==> src/rtl/postfix_expression_evaluator_unit_macros.svh <==
// ----------------------------------------------------------------------------
// Postfix evaluator assertion macros
// Shared concurrent assertion shorthands for the evaluator RTL.
// ----------------------------------------------------------------------------
`ifndef POSTFIX_EXPRESSION_EVALUATOR_UNIT_MACROS_SVH
`define POSTFIX_EXPRESSION_EVALUATOR_UNIT_MACROS_SVH

// same-cycle implication
`define PFX_ASSERT_IMP(name, clk, rst, ante, cons, msg) \
  name: assert property (@(posedge clk) disable iff (rst) (ante) |-> (cons)) else $error(msg);

// next-cycle implication
`define PFX_ASSERT_NXT(name, clk, rst, ante, cons, msg) \
  name: assert property (@(posedge clk) disable iff (rst) (ante) |=> (cons)) else $error(msg);

`endif

==> src/rtl/pfx_pkg.sv <==
// ----------------------------------------------------------------------------
// Postfix evaluator package
// Widths, character and status codes, controller/datapath interface types.
// ----------------------------------------------------------------------------
package pfx_pkg;

  localparam int STACK_DEPTH_DFLT = 64;
  localparam int DATA_W           = 32;
  localparam int CHAR_W           = 8;
  localparam int STATUS_W         = 3;

  localparam logic [CHAR_W-1:0] CH_ZERO = 8'h30;
  localparam logic [CHAR_W-1:0] CH_NINE = 8'h39;
  localparam logic [CHAR_W-1:0] CH_MUL  = 8'h2A;
  localparam logic [CHAR_W-1:0] CH_DIV  = 8'h2F;
  localparam logic [CHAR_W-1:0] CH_ADD  = 8'h2B;
  localparam logic [CHAR_W-1:0] CH_SUB  = 8'h2D;

  localparam logic [STATUS_W-1:0] ST_OK       = 3'd0;
  localparam logic [STATUS_W-1:0] ST_EMPTY    = 3'd1;
  localparam logic [STATUS_W-1:0] ST_LEFTOVER = 3'd2;
  localparam logic [STATUS_W-1:0] ST_DIVZERO  = 3'd3;
  localparam logic [STATUS_W-1:0] ST_FULL     = 3'd4;

  typedef struct packed {
    logic ld_char;
    logic ld_digit;
    logic pop;
    logic ld_a;
    logic ld_b;
    logic exec;
    logic div_start;
    logic ld_div;
    logic push;
    logic ld_fin;
    logic emit;
  } pfx_cmd_t;

  typedef struct packed {
    logic is_digit;
    logic is_op;
    logic is_div;
    logic a_zero;
    logic last;
    logic div_done;
  } pfx_sts_t;

endpackage

==> src/rtl/pfx_ram.sv <==
// ----------------------------------------------------------------------------
// Generic RAM
// One write port, one read port, registered read data.
// ----------------------------------------------------------------------------
module pfx_ram #(
  parameter int WIDTH = 32,
  parameter int DEPTH = 64
) (
  input  logic                                    clk,
  input  logic                                    we,
  input  logic [(DEPTH > 1 ? $clog2(DEPTH) : 1)-1:0] waddr,
  input  logic [WIDTH-1:0]                        wdata,
  input  logic [(DEPTH > 1 ? $clog2(DEPTH) : 1)-1:0] raddr,
  output logic [WIDTH-1:0]                        rdata
);

  logic [WIDTH-1:0] mem [DEPTH];

  always_ff @(posedge clk) begin
    if (we) begin
      mem[waddr] <= wdata;
    end
    rdata <= mem[raddr];
  end

endmodule

==> src/rtl/pfx_div.sv <==
// ----------------------------------------------------------------------------
// Iterative signed divider
// Restoring divide on magnitudes, one quotient bit per cycle, truncating.
// ----------------------------------------------------------------------------
module pfx_div import pfx_pkg::*; (
  input  logic              clk,
  input  logic              rst,
  input  logic              start,
  input  logic [DATA_W-1:0] dividend,
  input  logic [DATA_W-1:0] divisor,
  output logic              done,
  output logic [DATA_W-1:0] quotient
);

  localparam int SW = $clog2(DATA_W);
  localparam logic [SW-1:0] LAST_STEP = SW'(DATA_W - 1);

  logic              busy;
  logic [SW-1:0]     step;
  logic [DATA_W-1:0] q;
  logic [DATA_W-1:0] d;
  logic [DATA_W-1:0] rem;
  logic              neg;
  logic [DATA_W:0]   rem_sh;
  logic              ge;
  logic [DATA_W-1:0] rem_next;

  assign rem_sh   = {rem, q[DATA_W-1]};
  assign ge       = rem_sh >= {1'b0, d};
  assign rem_next = ge ? DATA_W'(rem_sh - {1'b0, d}) : rem_sh[DATA_W-1:0];
  assign quotient = neg ? (~q + 1'b1) : q;

  always_ff @(posedge clk) begin
    if (rst) begin
      busy <= 1'b0;
      done <= 1'b0;
      step <= '0;
    end else begin
      done <= 1'b0;
      if (start) begin
        busy <= 1'b1;
        step <= '0;
      end else if (busy) begin
        step <= step + 1'b1;
        if (step == LAST_STEP) begin
          busy <= 1'b0;
          done <= 1'b1;
        end
      end
    end
  end

  always_ff @(posedge clk) begin
    if (start) begin
      q   <= dividend[DATA_W-1] ? (~dividend + 1'b1) : dividend;
      d   <= divisor[DATA_W-1] ? (~divisor + 1'b1) : divisor;
      rem <= '0;
      neg <= dividend[DATA_W-1] ^ divisor[DATA_W-1];
    end else if (busy) begin
      rem <= rem_next;
      q   <= {q[DATA_W-2:0], ge};
    end
  end

endmodule

==> src/rtl/pfx_dp.sv <==
// ----------------------------------------------------------------------------
// Postfix evaluator datapath
// Operand stack, count, error, operand registers, ALU, divider, result.
// ----------------------------------------------------------------------------
module pfx_dp import pfx_pkg::*; #(
  parameter int STACK_DEPTH = STACK_DEPTH_DFLT
) (
  input  logic                clk,
  input  logic                rst,
  input  pfx_cmd_t            cmd,
  output pfx_sts_t            sts,
  input  logic [CHAR_W-1:0]   char_code,
  input  logic                last_char,
  output logic [DATA_W-1:0]   result_value,
  output logic [STATUS_W-1:0] status
);

  localparam int AW = (STACK_DEPTH > 1) ? $clog2(STACK_DEPTH) : 1;
  localparam int CW = $clog2(STACK_DEPTH + 1);
  localparam logic [CW-1:0] FULL_CNT = CW'(STACK_DEPTH);

  logic [CHAR_W-1:0]   chr;
  logic                last;
  logic [CW-1:0]       cnt;
  logic [CW-1:0]       cnt_dec;
  logic [STATUS_W-1:0] err;
  logic                pop_empty;
  logic [DATA_W-1:0]   a_reg;
  logic [DATA_W-1:0]   b_reg;
  logic [DATA_W-1:0]   r_reg;
  logic [DATA_W-1:0]   alu_r;
  logic [DATA_W-1:0]   rdata;
  logic [DATA_W-1:0]   div_q;
  logic                div_done;
  logic                full;
  logic [CHAR_W-1:0]   digit;

  assign cnt_dec = cnt - 1'b1;
  assign full    = cnt >= FULL_CNT;
  assign digit   = chr - CH_ZERO;

  pfx_ram #(
    .WIDTH (DATA_W),
    .DEPTH (STACK_DEPTH)
  ) u_stack (
    .clk   (clk),
    .we    (cmd.push && !full),
    .waddr (cnt[AW-1:0]),
    .wdata (r_reg),
    .raddr (cnt_dec[AW-1:0]),
    .rdata (rdata)
  );

  pfx_div u_div (
    .clk      (clk),
    .rst      (rst),
    .start    (cmd.div_start),
    .dividend (b_reg),
    .divisor  (a_reg),
    .done     (div_done),
    .quotient (div_q)
  );

  always_comb begin
    case (chr)
      CH_MUL:  alu_r = DATA_W'(b_reg * a_reg);
      CH_ADD:  alu_r = b_reg + a_reg;
      CH_SUB:  alu_r = b_reg - a_reg;
      default: alu_r = '0;
    endcase
  end

  assign sts.is_digit = (chr >= CH_ZERO) && (chr <= CH_NINE);
  assign sts.is_op    = (chr == CH_MUL) || (chr == CH_DIV) ||
                        (chr == CH_ADD) || (chr == CH_SUB);
  assign sts.is_div   = chr == CH_DIV;
  assign sts.a_zero   = a_reg == '0;
  assign sts.last     = last;
  assign sts.div_done = div_done;

  always_ff @(posedge clk) begin
    if (rst) begin
      cnt       <= '0;
      err       <= ST_OK;
      pop_empty <= 1'b0;
    end else begin
      if (cmd.pop) begin
        if (cnt == '0) begin
          pop_empty <= 1'b1;
          if (err == ST_OK) err <= ST_EMPTY;
        end else begin
          pop_empty <= 1'b0;
          cnt       <= cnt_dec;
        end
      end
      if (cmd.exec && sts.is_div && err == ST_OK) begin
        err <= ST_DIVZERO;
      end
      if (cmd.push) begin
        if (full) begin
          if (err == ST_OK) err <= ST_FULL;
        end else begin
          cnt <= cnt + 1'b1;
        end
      end
      if (cmd.ld_fin && cnt != '0 && err == ST_OK) begin
        err <= ST_LEFTOVER;
      end
      if (cmd.emit) begin
        cnt <= '0;
        err <= ST_OK;
      end
    end
  end

  always_ff @(posedge clk) begin
    if (cmd.ld_char) begin
      chr  <= char_code;
      last <= last_char;
    end
    if (cmd.ld_a) a_reg <= pop_empty ? '0 : rdata;
    if (cmd.ld_b) b_reg <= pop_empty ? '0 : rdata;
    if (cmd.ld_fin) a_reg <= (pop_empty || cnt != '0) ? '0 : rdata;
    if (cmd.ld_digit) r_reg <= {{(DATA_W - CHAR_W){1'b0}}, digit};
    if (cmd.exec) r_reg <= alu_r;
    if (cmd.ld_div) r_reg <= div_q;
    if (cmd.emit) begin
      result_value <= a_reg;
      status       <= err;
    end
  end

endmodule

==> src/rtl/pfx_ctrl.sv <==
// ----------------------------------------------------------------------------
// Postfix evaluator controller
// Sequences decode, pops, execute, push and result emission.
// ----------------------------------------------------------------------------
module pfx_ctrl import pfx_pkg::*; (
  input  logic     clk,
  input  logic     rst,
  input  logic     in_valid,
  output logic     in_ready,
  output logic     out_valid,
  input  logic     out_ready,
  input  pfx_sts_t sts,
  output pfx_cmd_t cmd
);

  typedef enum logic [11:0] {
    S_IDLE = 12'b000000000001,
    S_DEC  = 12'b000000000010,
    S_POP1 = 12'b000000000100,
    S_LD1  = 12'b000000001000,
    S_POP2 = 12'b000000010000,
    S_LD2  = 12'b000000100000,
    S_EXEC = 12'b000001000000,
    S_DIV  = 12'b000010000000,
    S_PUSH = 12'b000100000000,
    S_POPF = 12'b001000000000,
    S_LDF  = 12'b010000000000,
    S_EMIT = 12'b100000000000
  } state_t;

  state_t state;
  state_t state_next;

  assign in_ready = state == S_IDLE;

  always_comb begin
    state_next = state;
    cmd        = '0;
    case (state)
      S_IDLE: begin
        if (in_valid) begin
          cmd.ld_char = 1'b1;
          state_next  = S_DEC;
        end
      end
      S_DEC: begin
        if (sts.is_digit) begin
          cmd.ld_digit = 1'b1;
          state_next   = S_PUSH;
        end else if (sts.is_op) begin
          state_next = S_POP1;
        end else if (sts.last) begin
          state_next = S_POPF;
        end else begin
          state_next = S_IDLE;
        end
      end
      S_POP1: begin
        cmd.pop    = 1'b1;
        state_next = S_LD1;
      end
      S_LD1: begin
        cmd.ld_a   = 1'b1;
        state_next = S_POP2;
      end
      S_POP2: begin
        cmd.pop    = 1'b1;
        state_next = S_LD2;
      end
      S_LD2: begin
        cmd.ld_b   = 1'b1;
        state_next = S_EXEC;
      end
      S_EXEC: begin
        if (sts.is_div && !sts.a_zero) begin
          cmd.div_start = 1'b1;
          state_next    = S_DIV;
        end else begin
          cmd.exec   = 1'b1;
          state_next = S_PUSH;
        end
      end
      S_DIV: begin
        if (sts.div_done) begin
          cmd.ld_div = 1'b1;
          state_next = S_PUSH;
        end
      end
      S_PUSH: begin
        cmd.push   = 1'b1;
        state_next = sts.last ? S_POPF : S_IDLE;
      end
      S_POPF: begin
        cmd.pop    = 1'b1;
        state_next = S_LDF;
      end
      S_LDF: begin
        cmd.ld_fin = 1'b1;
        state_next = S_EMIT;
      end
      S_EMIT: begin
        if (!out_valid || out_ready) begin
          cmd.emit   = 1'b1;
          state_next = S_IDLE;
        end
      end
      default: state_next = S_IDLE;
    endcase
  end

  always_ff @(posedge clk) begin
    if (rst) begin
      state     <= S_IDLE;
      out_valid <= 1'b0;
    end else begin
      state <= state_next;
      if (cmd.emit) begin
        out_valid <= 1'b1;
      end else if (out_ready) begin
        out_valid <= 1'b0;
      end
    end
  end

endmodule

==> src/rtl/postfix_expression_evaluator_unit.sv <==
// ----------------------------------------------------------------------------
// Postfix expression evaluator
// RPN evaluator fed one character per transaction; emits value and status.
//
//   channel  | handshake            | payload
//   ---------+----------------------+----------------------------
//   in       | in_valid / in_ready  | char_code[7:0], last_char
//   out      | out_valid/ out_ready | result_value[31:0], status[2:0]
//
// Each char is accepted and decoded; digit: push; operator: pop, load, pop, load,
// execute or 32-step divide, push; last_char adds pop, load, emit, held on stall.
// The controller runs one transaction at a time through the stack RAM.
// Reset (rst, synchronous) empties the stack and clears the error; no sweep.
// A pending result is held in the output register while the next char is taken.
// ----------------------------------------------------------------------------
`include "postfix_expression_evaluator_unit_macros.svh"

module postfix_expression_evaluator_unit import pfx_pkg::*; #(
  parameter int STACK_DEPTH = STACK_DEPTH_DFLT
) (
  input  logic                clk,
  input  logic                rst,
  input  logic                in_valid,
  output logic                in_ready,
  input  logic [CHAR_W-1:0]   char_code,
  input  logic                last_char,
  output logic                out_valid,
  input  logic                out_ready,
  output logic [DATA_W-1:0]   result_value,
  output logic [STATUS_W-1:0] status
);

  pfx_cmd_t cmd;
  pfx_sts_t sts;

  pfx_ctrl u_ctrl (
    .clk       (clk),
    .rst       (rst),
    .in_valid  (in_valid),
    .in_ready  (in_ready),
    .out_valid (out_valid),
    .out_ready (out_ready),
    .sts       (sts),
    .cmd       (cmd)
  );

  pfx_dp #(
    .STACK_DEPTH (STACK_DEPTH)
  ) u_dp (
    .clk          (clk),
    .rst          (rst),
    .cmd          (cmd),
    .sts          (sts),
    .char_code    (char_code),
    .last_char    (last_char),
    .result_value (result_value),
    .status       (status)
  );

  `PFX_ASSERT_IMP(a_cmd_onehot, clk, rst, 1'b1, $onehot0(cmd), "multiple datapath commands")
  `PFX_ASSERT_NXT(a_accept_busy, clk, rst, in_valid && in_ready, !in_ready, "ready after accept")
  `PFX_ASSERT_NXT(a_emit_valid, clk, rst, cmd.emit, out_valid, "emit without out_valid")
  `PFX_ASSERT_IMP(a_div_busy, clk, rst, sts.div_done, !in_ready, "divider done while idle")

endmodule

==> config.mk <==
export PLATFORM = sky130hd
export DESIGN_NAME = postfix_expression_evaluator_unit
export DESIGN_NICKNAME = d
export VERILOG_FILES = /design/src/rtl/pfx_pkg.sv /design/src/rtl/pfx_ram.sv /design/src/rtl/pfx_div.sv /design/src/rtl/pfx_dp.sv /design/src/rtl/pfx_ctrl.sv /design/src/rtl/postfix_expression_evaluator_unit.sv
export VERILOG_INCLUDE_DIRS = /design/src /design/src/rtl
export SDC_FILE = /design/constraint.sdc
export NUM_CORES = 2
export LEC_CHECK = 0
export BUFFER_PORTS_ARGS = -buffer_cell sky130_fd_sc_hd__buf_4
export CAP_MARGIN = 20
export CORE_ASPECT_RATIO = 0.5
export CORE_MARGIN = 2
export CORE_UTILIZATION = 36
export DETAILED_ROUTE_END_ITERATION = 16
export PLACE_DENSITY_LB_ADDON = 0.08
export SYNTH_ARGS = -nofsm -noshare
export SYNTH_HDL_FRONTEND = slang
export SYNTH_HIERARCHICAL = 1
export SYNTH_SLANG_ARGS = --single-unit
==> constraint.sdc <==
create_clock -name clk -period 14.8 [get_ports clk]
set_input_delay 1.48 -clock clk [delete_from_list [all_inputs] [get_ports clk]]
set_output_delay 1.48 -clock clk [all_outputs]
set_load 0.02 [all_outputs]
==> reports/metrics.csv <==
metric,value,unit
WP data arrival,8550,ps
Crit Path Max Fanout,18,
Via density,5.48,
Die Ht,396,microns
fin crit share,53.8,%
Yosys warnings,6,
Critical-path top delay cell,edfxtp_1,
max FFs per register,2048,
HP Class,register to register,
Initial Utilization,36.3,%
Layout area overhead,12.2,%
Initial DRT Pass Iterations,5,
Crit Path Category,register to register,
Cell variety after synth,84,
Final #Nets,7536,
most frequent CP cell,fa_1,
# DRC,0,
Core Region,305000,sq um
Vias,61172,
fin worst setup slack,6840,ps
"flops & latches, synth",2348,
"Hold Violations, Final",0,
die area,313000,sq um
worst-skew pair later-pin latency,930,ps
CTS Buffer Depth,4,
largest net degree at the start of global routing,128,
Setup WS pre-CTS,6800,ps
asr flop ratio synth,0,%
DPL Wire Length,199,mm
Leak Pwr,43.7,nW
min Tclk post-route,7960,ps
endpoint type of the worst setup path,register,
# rows,143,
IO Pins,50,
Mean Syn Cell Area,16.4,sq um
RSZ-0062 raised after global routing,false,
drt initial violations,6559,
Synth Flop Type,edfxtp_1,
xor/xnor share of the synthesized area,2.10,%
Yosys top cell area share,61.0,%
adder-cell area share of the yosys netlist,9.64,%
CP top delay family,adder cells,
synthesized area,111000,sq um
Post-synth EDFFs,2253,
CP Launch Type,register,
TNS Setup,0,ps
Synth area leaders,"edfxtp_1 (61%), mux4_2 (11%), fa_1 (7.4%), ha_1 (2.2%), and2_1 (1.8%)",
Post-Syn Instances,6767,
Hold Startpoint,u_dp/u_div/rem[25],
final WL,335,mm
WP data required,15390,ps
root buffer cell,clkbuf_16,
initial antenna violation count,31,
worst vdd ir,0.000102,V
dominant cell type by area after synthesis,edfxtp_1,
placed inst area,117000,sq um
first-pass GRT wire length,476,mm
Achievable Freq,0.126,GHz
# resized after CTS,0,
wire per inst,30.0,microns
Total GRT Usage,21.3,%
post-route cell area,124000,sq um
H-tree Lvls,4,
Setup Buffers After CTS,0,
"Remaining Overflow, GRT",0,
Final setup viols,0,
vias in the first global route,63842,
max_slew headroom,15.0,%
Routed Antenna Nets,0,
crit-path cells,"and2_1, fa_1, inv_1, fa_1, fa_1, fa_1, inv_1, fa_1, fa_1, fa_1, fa_1, ha_1, a21o_1, a21o_1, a21o_1, and3_1, o41a_1, o21ai_0, nand2b_1, a21oi_1, xnor2_1, a221o_1",
CP peak stage delay,700,ps
compound-gate portion of the synthesized area,4.28,%
sequential-to-total area share from yosys stat,62.8,%
routability cong.,0.867,
fraction of final layout cells sized beyond drive strength 1,17.9,%
Die Width,789,microns
hold buffers post-CTS,0,
CTS Buf Count,225,
Port Buffers,49,
Synth Area in Simple Gates,6.17,%
reg2reg start,u_dp/b_reg[17],
Buffers & Inverters on Critical Path,2,
"Clk pin slew, worst setup/hold paths",70,ps
multiplexer share of the synthesized area,12.1,%
Worst Setup SP,u_dp/b_reg[17],
PD cells,107,nW/um^2
largest family of logic cells by synthesized area,multiplexers,
worst clock skew,127,ps
largest reg by FF count,u_dp/u_stack/mem,
net count after synthesis,7388,
outcome,completed,
TritonCTS Sinks,2348,
CTS tree,yes,
maxcap violations,0,
Least-Margin Pin Slew,1270,ps
Final Max Tran Viols,0,
==> path summary, 6_finish.rpt <==
path	to	slack, ps	cells past startpoint
min	u_dp/u_div/rem[25]	490	2
max	u_dp/r_reg[29]	6840	22
min reg2reg	u_dp/u_div/rem[25]	490	2
max reg2reg	u_dp/r_reg[29]	6840	22
==> worst register-to-register path: stages, from the launching register on <==
cell and delay, ps:
edfxtp_1 700, and2_1 300, fa_1 550, inv_1 50
fa_1 490, fa_1 440, fa_1 540, inv_1 50
fa_1 470, fa_1 580, fa_1 450, fa_1 460
ha_1 360, a21o_1 210, a21o_1 190, a21o_1 160
and3_1 180, o41a_1 470, o21ai_0 350, nand2b_1 90
a21oi_1 180, xnor2_1 110, a221o_1 320
==> cells in the final DEF, fill, tap and decap left out, types with 95 or more instances in the layout <==
cell type,netlist,layout
edfxtp_1,2253,2253
nor2_1,276,213
nand2_1,379,379
and2_1,319,319
a21oi_1,214,214
fa_1,410,410
xnor2_1,162,160
buf_4,28,266
clkbuf_16,0,229
xor2_1,104,102
inv_1,462,460
dfxtp_1,95,95
mux2i_1,110,110
ha_1,198,198
o21ai_0,127,127
mux4_2,544,544
o22ai_1,95,95
==> layer usage <==
metal	vias to the layer above	GRT usage (%)	share of wire, %
li1	25839	-	-
met1	32985	30.1	44
met2	1952	35.0	48
met3	396	3.03	6.1
met4	0	4.78	2.3
met5	-	0	0
==> cell usage after synthesis (32+ instances only) <==
cell and n:
xor2_1 104, edfxtp_1 2253, mux4_2 544, nor2_1 276, nand2b_1 40, o221ai_1 32
inv_1 462, fa_1 410, nor3_1 46, xnor2_1 162, nor2b_1 93, ha_1 198
a21o_1 42, a21oi_1 214, and2_1 319, dfxtp_1 95, o22ai_1 95, clkbuf_1 230
mux2i_1 110, o21ai_0 127, nand2_1 379, buf_2 64
==> power by group <==
group          internal, mW  switching (mW)
clock                  3.25            2.54
sequential             7.19          0.0186
combinational         0.102           0.156
total                  10.5            2.72
==> cells by family (layout without fill, tap and decap cells) <==
| group | Yosys count | in the layout |
|---|---|---|
| other | 0 | 6 |
| AO/OA/AOI/OAI | 734 | 734 |
| XOR/XNOR | 266 | 266 |
| adder cells (fa/ha/maj) | 608 | 608 |
| multiplexers | 655 | 655 |
| AND/OR/NAND/NOR | 1338 | 1338 |
| buffers and inverters | 818 | 1147 |
| flip-flops | 2348 | 2348 |
==> stage by stage <==
step / utilization [%] / total power, mW / std cells / hold WS, ps
2_1_floorplan: - / 7.53 / 6767 / 437
3_3_place_gp: 38.4 / 7.60 / 10738 / 462
3_5_place_dp: 38.4 / 7.61 / 10741 / 480
4_1_cts: 40.7 / 13.4 / 11149 / 492
5_1_grt: 40.8 / 13.7 / 11156 / 522
6_report: 40.8 / 13.3 / 11162 / 486
==> area by class of cell <==
cell class                 instances  area [sq um]
sequential                      2348         69600
clock inverter                   139          1290
antenna                            6          15.0
clock buffer                     269          5930
multi-input combinational       3601         38500
timing repair buffer             277          2160
tap                             4060          5080
inverter                         462          1750
fill                           27495        181000
Power figures use the tool's default switching activity.
